### config.mk
export PLATFORM = sky130hd
export DESIGN_NAME = hmmul4_ram
export DESIGN_NICKNAME = d
export VERILOG_FILES = /design/src/rtl/hmmul4_ram.sv
export SDC_FILE = /design/constraint.sdc
export NUM_CORES = 1
export LEC_CHECK = 0
export BUFFER_PORTS_ARGS = -buffer_cell sky130_fd_sc_hd__buf_2
export CAP_MARGIN = 10
export CORE_MARGIN = 5
export CORE_UTILIZATION = 59
export CTS_CLUSTER_DIAMETER = 40
export DETAILED_ROUTE_END_ITERATION = 7
export PLACE_DENSITY = 0.77
export SYNTH_ARGS = -nofsm -noshare
export SYNTH_HDL_FRONTEND = slang
export SYNTH_SLANG_ARGS = --single-unit
export TNS_END_PERCENT = 30
### constraint.sdc
create_clock -name i_clk -period 4.68 [get_ports i_clk]
set_input_delay 0.468 -clock i_clk [delete_from_list [all_inputs] [get_ports i_clk]]
set_output_delay 0.468 -clock i_clk [all_outputs]
set_load 0.01 [all_outputs]
### src/rtl/hmmul4_ram.sv
// Generic single-write, single-read synchronous RAM with registered read data.
module hmmul4_ram #(
    parameter int WIDTH = 32,
    parameter int DEPTH = 16
) (
    input  logic                     i_clk,
    input  logic                     i_we,
    input  logic [$clog2(DEPTH)-1:0] i_waddr,
    input  logic [WIDTH-1:0]         i_wdata,
    input  logic                     i_re,
    input  logic [$clog2(DEPTH)-1:0] i_raddr,
    output logic [WIDTH-1:0]         o_rdata
);

    logic [WIDTH-1:0] r_mem [DEPTH];
    logic [WIDTH-1:0] r_rdata;

    always_ff @(posedge i_clk) begin
        if (i_we) begin
            r_mem[i_waddr] <= i_wdata;
        end
        if (i_re) begin
            r_rdata <= r_mem[i_raddr];
        end
    end

    assign o_rdata = r_rdata;

endmodule

# Yosys cells after proc, flatten, opt, wreduce, memory -nomap -nowiden
# Memories as Yosys holds them, arrays and structs flattened. A register that Yosys moved wholly into a read port is not among the register bits.
# Index checks and enable logic that the tools add are counted.
dict set report word_totals {
  elab_cells 3
  output_inout_bits 32
  mem_count 1
  reg_bits 0
  in_bits 43
  mem_bits_rw 512
}
# name depth word_bits read_ports rd_clocked_by_memory_dff wr line_no
set mem_list {}
lappend mem_list {r_mem 16 32 1 1 1 15} ;# logic [WIDTH-1:0] r_mem [DEPTH];
dict set report op_classes {
  muxes 2
}
# cell count
set op_table {}
lappend op_table {{2-to-1 mux 1 bit} 2}

# Depth between registers and ports, before layout
dict set report depth {
  depth_word 2
  ltp_mapped 5
  ltp_nobuf 3
}

# Worst setup path after synthesis
# OpenSTA, ideal clock, no wires.
dict set report synth_path {
  path_kind {input -> register}
  from {input port i_waddr[2]}
  to {memory r_mem[0][0] (enable)}
  arrival_time_ns 3.186
  path_buffers 0
  setup_time_ns 0.461
  path_stages 2
  required_time_ns 4.219
  setup_slack_ns 1.032
  cell_sequence {or3b_2 -> nor3_1}
}
# item line_no
set synth_lines {}
lappend synth_lines {{start: declaration} 8} ;# input logic [$clog2(DEPTH)-1:0] i_waddr,
lappend synth_lines {{end: declaration} 15}
# No word-level cell before the write port.

==> impl_metrics.py <==
metrics = {
    "timing": {
        "slew_headroom_pct": 16.5,
        "slew_violations": 0,
        "setup_tns_ns": 0,
        "tightest_slew_ns": 1.25,
        "timing.fmax_mhz": 464,
        "hold_violations": 0,
        "rsz0062_at_grt": "false",
        "min_period_ns": 2.15,
        "setup_viol_count_final": 0,
        "skew_ns": 0.0119,
        "period_share_pct": 46.0,
    },
    "clock_network": {
        "insertion_delay_ns": 0.56,
        "cts_resized": 0,
        "cts-root-buf": "clkbuf_16",
        "cts_inserted_buffers": 52,
        "cts.sinks": 544,
        "htreeDepth": 2,
        "clockBufferDepth": 3,
        "cts_tree": "done",
        "cts_setup_buffers": 0,
        "clk_pin_slew_ns": 0.06,
        "cts_hold_buf": 0,
    },
    "routing": {
        "drt_wl_total_um": 43100,
        "first_pass_iters": 5,
        "ant_nets": 0,
        "drt_iter0_markers": 980,
        "vias": 9275,
        "wl_per_cell_um": 30.0,
        "vias_per_cell": 6.45,
        "drc": 0,
    },
    "critical_path": {
        "crit_family": "buffers and inverters",
        "start_kind": "input port",
        "endpoint_kind": "register",
        "path_depth": 5,
        "worst_ep_required_time_ns": 4.98,
        "worstSetupPathType": "in2reg",
        "reg2regPathDepth": 3,
        "cp.arrival_ns": 2.45,
        "max_stage_delay_ns": 0.60,
        "path_cells": "clkbuf_8 -> buf_4 -> mux4_2 -> a22oi_1 -> nand2_1",
        "regToRegSetupSlack_ns": 3.19,
        "cp_max_fo": 65,
        "cpMaxStageDelayCell": "clkbuf_8",
        "path_buf_inv": 2,
    },
    "job": {
        "cap_violations": 0,
    },
    "layout": {
        "nets": 993,
        "area_growth_pct": 13.7,
        "layout.cells.most_common": "edfxtp_1",
        "layout_common_cells": "544 x edfxtp_1, 128 x mux4_2, 72 x buf_2",
        "drive_above_1_share_pct": 33.0,
        "final_core_utilization_pct": 68.2,
    },
    "global_route": {
        "grt_max_degree": 66,
        "grt_pass1_vias": 9782,
        "grt_use_total_pct": 22.8,
        "grt_antenna_before_repair": 2,
        "grt_pass1_wl_um": 63500,
        "grt_overflow_total": 0,
    },
    "synth": {
        "avgSynthCellArea_sq_um": 24.1,
        "yosysSeqAreaShare_pct": 81.0,
        "syn_area_sq_mm": 0.0202,
        "yosys_warnings": 0,
        "syn_inst": 838,
        "synthDistinctLibCells": 17,
        "syn-num-nets": 881,
        "synth_seq_cells": 544,
    },
    "die": {
        "core_area_sq_mm": 0.0336,
        "die_h_um": 195,
        "ios": 75,
        "die-area_sq_mm": 0.0380,
        "num_rows": 67,
        "start_util_pct": 60.0,
        "die_w_um": 195,
    },
    "placed_design": {
        "portBuffers": 74,
        "gp_congestion": 0.721,
        "post-dp-hpwl_um": 21200,
    },
    "worst_hold_path": {
        "hold_path_depth": 1,
        "hp-class": "in2reg",
    },
    "outcome": {
        "status": "finished clean",
    },
    "power_and_ir_drop": {
        "powerDensity_mw_per_mm2": 439,
        "p_leak_nw": 7.35,
        "vdd_drop_max_mv": 0.273,
    },
}
-- state kept, by name, indices dropped and copies added, names as in the netlist --
name,cells
o_rdata,32
r_mem,512
-- cells in the mapped netlist --
library cell	n	area [sq um]
buf_4	11	82.6
nand2_1	33	124
buf_6	2	22.5
and2_1	1	6.26
a22oi_1	64	480
mux4_2	128	2880
nor2_1	13	48.8
edfxtp_1	544	16300
nor2b_1	2	12.5
nand3b_1	2	15.0
nand2b_1	2	12.5
buf_2	4	20.0
or3b_2	1	8.76
buf_1	9	33.8
nor3_1	4	20.0
clkbuf_1	17	63.8
nand3_1	1	5.00
-- final timing paths --
path	start	endpoint
max	i_raddr[0]	o_rdata[24]$_DFFE_PP_
min	i_wdata[9]	r_mem[15][9]$_DFFE_PP_
max reg2reg	r_mem[0][5]$_DFFE_PP_	o_rdata[5]$_DFFE_PP_
min reg2reg	r_mem[14][24]$_DFFE_PP_	o_rdata[24]$_DFFE_PP_
-- power by group --
group | switching, W | leakage, nW | internal, W | total (W)
Clock | 0.00168 | 0.825 | 0.00240 | 0.00408
Combinational | 0.000283 | 1.58 | 0.000189 | 0.000471
Sequential | 0.0000369 | 4.94 | 0.00549 | 0.00553
-- per-layer routing --
layer | share of wire (%) | global-route usage, % | wire length [um] | up-vias
met5 | 0.030 | 0 | 13 | -
met4 | 2.5 | 7.29 | 1090 | 2
met3 | 7.5 | 3.76 | 3210 | 82
met2 | 54 | 40.2 | 23200 | 481
met1 | 36 | 29.4 | 15500 | 4887
li1 | - | - | - | 3823
-- cell type report --
class / instances / area (sq um)
Sequential cell: 544 / 16300
Timing Repair Buffer: 101 / 613
Antenna cell: 1 / 2.50
Fill cell: 1986 / 10700
Clock buffer: 63 / 1360
Clock inverter: 30 / 309
Multi-Input combinational cell: 251 / 3750
Tap cell: 448 / 561
-- worst register-to-register path, stage by stage (launching register included) --
cell and delay (ns):
edfxtp_1 0.41, mux4_2 0.48, a22oi_1 0.28, nand2_1 0.08
-- per-stage QoR --
step | instances | worst slack, ns | total power [W] | area [sq um] | hold slack, ns
final | 1438 | 2.53 | 0.0101 | 22900 | 0.290
after global routing | 1438 | 2.36 | 0.0104 | 22900 | 0.271
after CTS | 1437 | 2.49 | 0.0101 | 22900 | 0.266
after detailed placement | 1344 | 1.95 | 0.00610 | 21300 | 0.735
after global placement | 1343 | 1.93 | 0.00608 | 21200 | 0.721
after floorplan | 838 | 1.03 | 0.00589 | 20200 | 0.567
-- cells by family (layout without fill, tap and decap cells) --
| group | count (synthesis) | count (layout) | synth area share [%] |
|---|---|---|---|
| AOI/OAI and AO/OA | 64 | 64 | 2.38 |
| DFF | 544 | 544 | 81.0 |
| buffers and inverters | 43 | 194 | 1.10 |
| and+or+nand+nor | 59 | 59 | 1.25 |
| other | 0 | 1 | 0 |
| muxes | 128 | 128 | 14.3 |
No activity file was read; power rests on OpenSTA's default activity.
