**src/rtl/hmmul4_pkg.sv**
```systemverilog
// Shared types and constants for the 4x4 homogeneous matrix multiplier.
package hmmul4_pkg;

    localparam int FRAC_BITS_DEF = 16;
    localparam int WORD_BITS_DEF = 32;

    localparam int VALUE_BITS = 32;
    localparam int IDX_BITS   = 2;
    localparam int ADDR_BITS  = 2 * IDX_BITS;
    localparam int MAT_DEPTH  = 1 << ADDR_BITS;

    typedef logic [IDX_BITS-1:0]  t_idx;
    typedef logic [ADDR_BITS-1:0] t_addr;

    localparam t_idx IDX_MAX = t_idx'((1 << IDX_BITS) - 1);

    localparam logic OP_LOAD  = 1'b0;
    localparam logic OP_MULT  = 1'b1;
    localparam logic SEL_FIRST = 1'b0;
    localparam logic SEL_NEXT  = 1'b1;

    typedef struct packed {
        logic vld;
        logic first;
        logic last_k;
        t_idx row;
        t_idx col;
        logic last;
    } t_mac_ctl;

endpackage

```
**src/rtl/hmmul4_mac.sv**
```systemverilog
// Pipelined multiply-accumulate with final shift and saturation.
module hmmul4_mac #(
    parameter int FRAC_BITS = hmmul4_pkg::FRAC_BITS_DEF,
    parameter int WORD_BITS = hmmul4_pkg::WORD_BITS_DEF
) (
    input  logic                                 i_clk,
    input  logic                                 i_rst_n,
    input  logic                                 i_en,
    input  hmmul4_pkg::t_mac_ctl                 i_ctl,
    input  logic signed [WORD_BITS-1:0]          i_a,
    input  logic signed [WORD_BITS-1:0]          i_b,
    output hmmul4_pkg::t_mac_ctl                 o_ctl,
    output logic signed [hmmul4_pkg::VALUE_BITS-1:0] o_value
);
    import hmmul4_pkg::*;

    localparam int H  = WORD_BITS / 2;
    localparam int L  = WORD_BITS - H;
    localparam int PW = 2 * WORD_BITS;
    localparam int AW = PW + 2;
    localparam logic signed [AW-1:0] SAT_HI = {{(AW-WORD_BITS+1){1'b0}}, {(WORD_BITS-1){1'b1}}};
    localparam logic signed [AW-1:0] SAT_LO = {{(AW-WORD_BITS+1){1'b1}}, {(WORD_BITS-1){1'b0}}};

    logic [H-1:0]          a_lo, b_lo;
    logic signed [L-1:0]   a_hi, b_hi;
    logic [2*H-1:0]        n_pll, r_pll;
    logic signed [H+L:0]   n_plh, r_plh, n_phl, r_phl;
    logic signed [2*L-1:0] n_phh, r_phh;
    logic signed [PW-1:0]  n_prod, r_prod;
    logic signed [AW-1:0]  n_acc, r_acc, shifted;
    logic signed [WORD_BITS-1:0] sat;
    t_mac_ctl              r_s2_ctl, r_s3_ctl, r_acc_ctl, n_acc_ctl;

    assign a_lo = i_a[H-1:0];
    assign b_lo = i_b[H-1:0];
    assign a_hi = i_a[WORD_BITS-1:H];
    assign b_hi = i_b[WORD_BITS-1:H];

    always_comb begin
        n_pll = (2*H)'(a_lo) * (2*H)'(b_lo);
        n_plh = (H+L+1)'($signed({1'b0, a_lo})) * (H+L+1)'(b_hi);
        n_phl = (H+L+1)'(a_hi) * (H+L+1)'($signed({1'b0, b_lo}));
        n_phh = (2*L)'(a_hi) * (2*L)'(b_hi);
    end

    always_comb begin
        n_prod = (PW'(r_phh) <<< (2 * H))
               + ((PW'(r_plh) + PW'(r_phl)) <<< H)
               + PW'(r_pll);
    end

    always_comb begin
        n_acc = r_acc;
        if (r_s3_ctl.vld) begin
            n_acc = r_s3_ctl.first ? AW'(r_prod) : r_acc + AW'(r_prod);
        end
        n_acc_ctl = r_s3_ctl;
        n_acc_ctl.vld = r_s3_ctl.vld && r_s3_ctl.last_k;
    end

    always_ff @(posedge i_clk) begin
        if (!i_rst_n) begin
            r_s2_ctl  <= '0;
            r_s3_ctl  <= '0;
            r_acc_ctl <= '0;
        end else if (i_en) begin
            r_s2_ctl  <= i_ctl;
            r_s3_ctl  <= r_s2_ctl;
            r_acc_ctl <= n_acc_ctl;
        end
    end

    always_ff @(posedge i_clk) begin
        if (i_en) begin
            r_pll  <= n_pll;
            r_plh  <= n_plh;
            r_phl  <= n_phl;
            r_phh  <= n_phh;
            r_prod <= n_prod;
            r_acc  <= n_acc;
        end
    end

    always_comb begin
        shifted = r_acc >>> FRAC_BITS;
        if (shifted > SAT_HI) begin
            sat = SAT_HI[WORD_BITS-1:0];
        end else if (shifted < SAT_LO) begin
            sat = SAT_LO[WORD_BITS-1:0];
        end else begin
            sat = shifted[WORD_BITS-1:0];
        end
    end

    assign o_ctl   = r_acc_ctl;
    assign o_value = VALUE_BITS'(sat);

endmodule

```
**config.mk**
```make
export PLATFORM = sky130hd
export DESIGN_NAME = hmmul4_mac
export DESIGN_NICKNAME = d
export VERILOG_FILES = /design/src/rtl/hmmul4_pkg.sv /design/src/rtl/hmmul4_mac.sv
export SDC_FILE = /design/constraint.sdc
export NUM_CORES = 2
export LEC_CHECK = 0
export BUFFER_PORTS_ARGS = -buffer_cell sky130_fd_sc_hd__clkbuf_2
export CAP_MARGIN = 40
export CELL_PAD_IN_SITES_DETAIL_PLACEMENT = 2
export CELL_PAD_IN_SITES_GLOBAL_PLACEMENT = 2
export CORE_UTILIZATION = 26
export DETAILED_ROUTE_END_ITERATION = 7
export GPL_ROUTABILITY_DRIVEN = 0
export PLACE_DENSITY_LB_ADDON = 0.1
export SLEW_MARGIN = 25
export SYNTH_ARGS = -nofsm -noshare
export SYNTH_HDL_FRONTEND = slang
export SYNTH_SLANG_ARGS = --single-unit
export TNS_END_PERCENT = 20
```
**constraint.sdc**
```tcl
create_clock -name i_clk -period 11.7 [get_ports i_clk]
set_input_delay 1.17 -clock i_clk [delete_from_list [all_inputs] [get_ports i_clk]]
set_output_delay 1.17 -clock i_clk [all_outputs]
set_load 0.01 [all_outputs]
```
; Word-level counts from Yosys, hierarchy flattened
; Cells that the tools add are included.
; W data, S select, Z words.
[op_classes]
add_sub_neg = 4
n_mul = 4
n_div = 0
order_cmp = 2
n_eq_ne = 0
shifts = 0
mux = 3
bitwise = 0
n_reduce_logical = 2
[ops]
columns = operator, count
row1 = $add A66 B64 Y66, 1
row2 = $mux W66, 1
row3 = $add A64 B32 Y64, 1
row4 = $add A64 B64 Y64, 1
row5 = $mul A16 B16 Y32, 2
row6 = $mux W32, 2
row7 = $gt A50 B32 Y1 const B, 1
row8 = $lt A50 B32 Y1 const B, 1
row9 = $add A33 B33 Y34, 1
row10 = $mul A16 B17 Y33, 1
row11 = $mul A17 B16 Y33, 1
row12 = $reduce_and A2 Y1, 1
row13 = $logic_and A1 B1 Y1, 1
[totals]
reg_bits = 284
latchBits = 0
ram_bits = 0
mem_bits_ro = 0
input_bits = 75
out_inout_bits = 40
mem_count = 0

; Logic depth before layout (Yosys ltp)
[logic_depth]
depth_word = 3
depth_mapped = 25

; Least setup slack after synthesis
; Ideal clock, no wire load.
[synth_path]
path_type = in2reg
startpoint = in i_a[31]
endpoint = reg r_phh[31] (data pin)
setup_time_ns = 0.260
arrival_ns = 6.909
slack_ns = 4.531
cell_stages = 22
path_cell_list = clkbuf_1 nand2_1 inv_1 fa_1 fa_1 fa_1 fa_1 fa_1 inv_1 fa_1 inv_1 ha_1 and2_1 a221o_1 a21oi_1 o21ai_0 a21oi_1 o21ai_0 or4_1 a31o_1 a21oi_2 xnor2_1
[synth_between]
elab_chain_len = 1
[synth_lines]
columns = element, line_no
row1 = start: declaration, hmmul4_mac.sv:10  ; input logic signed [WORD_BITS-1:0] i_a,
row2 = $mul A16 B16 Y32, hmmul4_mac.sv:43  ; n_phh = (2*L)'(a_hi) * (2*L)'(b_hi);
row3 = named net n_phh[31], hmmul4_mac.sv:28  ; logic signed [2*L-1:0] n_phh, r_phh;
row4 = end signal: assignment, hmmul4_mac.sv:78  ; r_phh <= n_phh;
row5 = end: declaration, hmmul4_mac.sv:28
; The timed path passes the listed nets, and every way through them passes these cells.
; A chain may end at the register's enable or synchronous reset.

; Final worst setup path
[layout_path]
startpoint = in i_a[31]
endpoint = reg r_phl[31] (data pin)
[layout_between]
elab_chain_len = 1
[layout_lines]
columns = element, line_no
row1 = $mul A16 B17 Y33, hmmul4_mac.sv:42  ; n_phl = (H+L+1)'(a_hi) * (H+L+1)'($signed({1'b0, b_lo}));
row2 = named net n_phl[31], hmmul4_mac.sv:27  ; logic signed [H+L:0] n_plh, r_plh, n_phl, r_phl;
row3 = end signal: assignment, hmmul4_mac.sv:77  ; r_phl <= n_phl;
row4 = end: declaration, hmmul4_mac.sv:27
; The timed path passes the listed nets, and every way through them passes these cells.

==> flow_summary.json <==
{
  "worstPathRequired_ns": 12.07,
  "grt_overflow": 0,
  "maxSlewViolCount": 0,
  "vias": 38700,
  "worst_slew_pin_slew_ns": 0.8118,
  "synth_common_cells": "inv_1 (1054), fa_1 (847), nand2_1 (732), ha_1 (575), and2_1 (507)",
  "initialDrtViolationCount": 1221,
  "cp.buffers_inverters": 5,
  "avgSynthCellArea_um2": 9.286,
  "crit_path_top_delay_cell": "fa_1",
  "cpLargestDelayFamily": "adder cells",
  "timing.hold.ws_ns": 0.4181,
  "finalClockSkew_ns": 0.02568,
  "dp_slack_ns": 2.816,
  "cts-resized-gates": 0,
  "clock_latency_ns": 0.63,
  "viasPerCell": 4.605,
  "yosys.cell_count.top_type": "inv_1",
  "crit_path_end_kind": "flip-flop",
  "first_pass_iters": 5,
  "maxCapViolCount": 0,
  "synth-seq-cells": 284,
  "slew-limit-headroom": 0.4549,
  "grt_pass1_vias": 45570,
  "cts_hold_buf": 0,
  "synth_top_family_by_area": "adder cells",
  "cts_tree": "done",
  "rsz0062_at_grt": "no",
  "grt_max_degree": 113,
  "critPathLaunchType": "input pin",
  "max_stage_delay_ns": 0.59,
  "synth_compound_area_frac": 0.09457,
  "r2r_setup_slack_ns": 5.53,
  "crit_top_cell": "fa_1",
  "nNetsFinal": 7193,
  "synthSimpleGateAreaFrac": 0.1542,
  "ios": 115,
  "synth_top_area_cell": "fa_1",
  "fmax_mhz": 124.1,
  "cp_max_fo": 26,
  "syn_area_mm2": 0.05298,
  "drive_gt1_frac": 0.05254,
  "setup_tns_ns": 0,
  "drtAntennaViolNets": 0,
  "die_h_um": 453.4,
  "rr_startpoint": "r_phl[0]",
  "dieArea_mm2": 0.2056,
  "yosys.area_share.adder": 0.4559,
  "hold_viol": 0,
  "fin_crit_sh": 0.6887,
  "drc": 0,
  "crit_chain": "clkbuf_2, buf_4, clkinv_1, nor2_1, fa_1, fa_1, fa_1, fa_1, fa_1, inv_1, fa_1, inv_1, ha_1, nand2_1, nor4b_1, o311ai_1, o2111ai_1, a31oi_1, a21oi_1, a21o_1, a21oi_1, xnor2_1",
  "muxShareOfSynthArea": 0.005527,
  "synth_warnings": 0,
  "syn_inst": 5705,
  "synth_xor_xnor_area_share": 0.04117,
  "cts_sinks": 284,
  "root_buffer": "clkbuf_16",
  "min_from": "r_pll[1]",
  "arrival_ns": 8.43,
  "antenna_found_initial": 13,
  "synth_edf_count": 260,
  "clockBufferDepth": 3,
  "worst-setup-path-type": "input pin to flip-flop",
  "htree_num_levels": 2,
  "dp_hpwl_um": 142000,
  "postCtsSetupBuffers": 0,
  "synth_top_area_share": 0.3201,
  "coreArea_mm2": 0.2023,
  "io_buffers": 114,
  "outcome": "finished, final reports clean",
  "synthTopCellsByArea": "fa_1 (32%), edfxtp_1 (15%), ha_1 (14%)",
  "r2r-end": "r_prod[61]",
  "yosysSeqAreaShare": 0.1564,
  "grt_pass1_wl_um": 282100,
  "wl_um": 179500,
  "route.detailed.wl_per_inst_um": 21.35,
  "finalSetupViolCount": 0,
  "synthDistinctLibCells": 88,
  "clk_pin_slew_ns": 0.06,
  "synthFlopType": "edfxtp_1",
  "worst_slack_ns": 3.642,
  "hold_path_end": "r_prod[1]",
  "row_count": 165,
  "r2r_cells": 22,
  "die_x_um": 453.4,
  "whs_path_depth": 0,
  "cts_buffers": 41,
  "syn_nets": 7202,
  "min_path_type": "flip-flop to flip-flop",
  "grt_use_total": 0.1802,
  "syn2layout_area_growth_pct": 9.797,
  "min_period_ns": 8.058,
  "start_util": 0.2618,
  "async_flop_share": 0
}
## how the worst max path moves through the flow
| stage | startpoint | endpoint | slack (ns) | depth (start not counted) |
|---|---|---|---|---|
| 3_5_place_dp | i_a[31] | r_phl[31] | 2.82 | 22 |
| 6_report | i_a[31] | r_phl[31] | 3.64 | 22 |
| 4_1_cts | i_a[31] | r_phl[31] | 3.49 | 22 |
| 3_3_place_gp | i_a[31] | r_phl[31] | 2.62 | 22 |
| 5_1_grt | i_a[31] | r_phl[31] | 3.15 | 22 |
| 2_1_floorplan | i_a[31] | r_phh[31] | 4.53 | 22 |
## area by class of cell
cell class | count | area (um^2)
Timing Repair Buffer | 190 | 1369
Sequential cell | 284 | 8292
Inverter | 1055 | 3960
Multi-Input combinational cell | 4124 | 39820
Clock buffer | 45 | 1062
Fill cell | 22600 | 144200
Antenna cell | 3 | 7.507
Clock inverter | 31 | 314.1
Tap cell | 2672 | 3343
## kinds of logic (layout without fill, tap and decap cells)
family                   Yosys count  count (layout)
AO/OA/AOI/OAI                    759             759
XOR/XNOR                         249             249
adder cells (fa/ha/maj)         1422            1422
buffers and inverters           1297            1321
flip-flops                       284             284
multiplexers                      29              29
other                              0               3
AND/OR/NAND/NOR                 1665            1665
## worst register-to-register path: stages, from the launching register on
cell and delay, ns:
edfxtp_1 0.40, ha_1 0.23, fa_1 0.41, a21o_1 0.18
a21oi_1 0.30, o21a_1 0.20, o211ai_1 0.20, nand3_1 0.21
nand2_1 0.13, o211ai_1 0.36, nand2b_1 0.20, a21oi_1 0.21
xnor2_1 0.22, ha_1 0.50, nand4_1 0.21, or4_1 0.43
a21oi_1 0.28, nor2_1 0.16, o21ai_1 0.27, a31oi_1 0.20
o21ai_1 0.34, a21oi_1 0.13, xnor2_1 0.17
## registers in the layout, indices dropped and copies added, names as in the netlist
signal / count
r_s2_ctl: 8
r_prod: 64
r_phh: 32
r_plh: 33
r_acc: 66
n_acc_ctl: 7
r_pll: 32
o_ctl: 8
r_s3_ctl: 1
r_phl: 33
## through the flow
| step | instances | util | area (um^2) |
|---|---|---|---|
| after floorplan | 5705 | - | 52980 |
| after detailed placement | 8323 | 0.2805 | 56760 |
| final | 8404 | 0.2875 | 58170 |
| after CTS | 8399 | 0.2873 | 58140 |
| after global placement | 8311 | 0.2791 | 56470 |
| after global routing | 8403 | 0.2875 | 58160 |
## per-layer routing
layer,up-vias,global-route usage,part of all wire
li1,18040,-,-
met1,20270,0.2501,0.49
met2,300,0.3084,0.48
met3,96,0.01409,0.019
met4,0,0.03041,0.015
met5,-,0,0
## cells in the final DEF, fill, tap and decap left out, drive strengths merged, types with 51 or more instances in the layout
master	netlist	layout
xnor2	173	173
clkbuf	238	158
o21ai	169	169
nand3	51	51
xor2	76	76
a21oi	227	227
and2	507	507
ha	575	575
nand2	732	732
buf	4	77
edfxtp	260	260
fa	847	847
a21o	101	101
nor2	147	147
inv	1054	1065
Power is left out: the tool's default activity adds up to more than one toggle a clock period on the data nets, which glitch-free logic cannot reach.
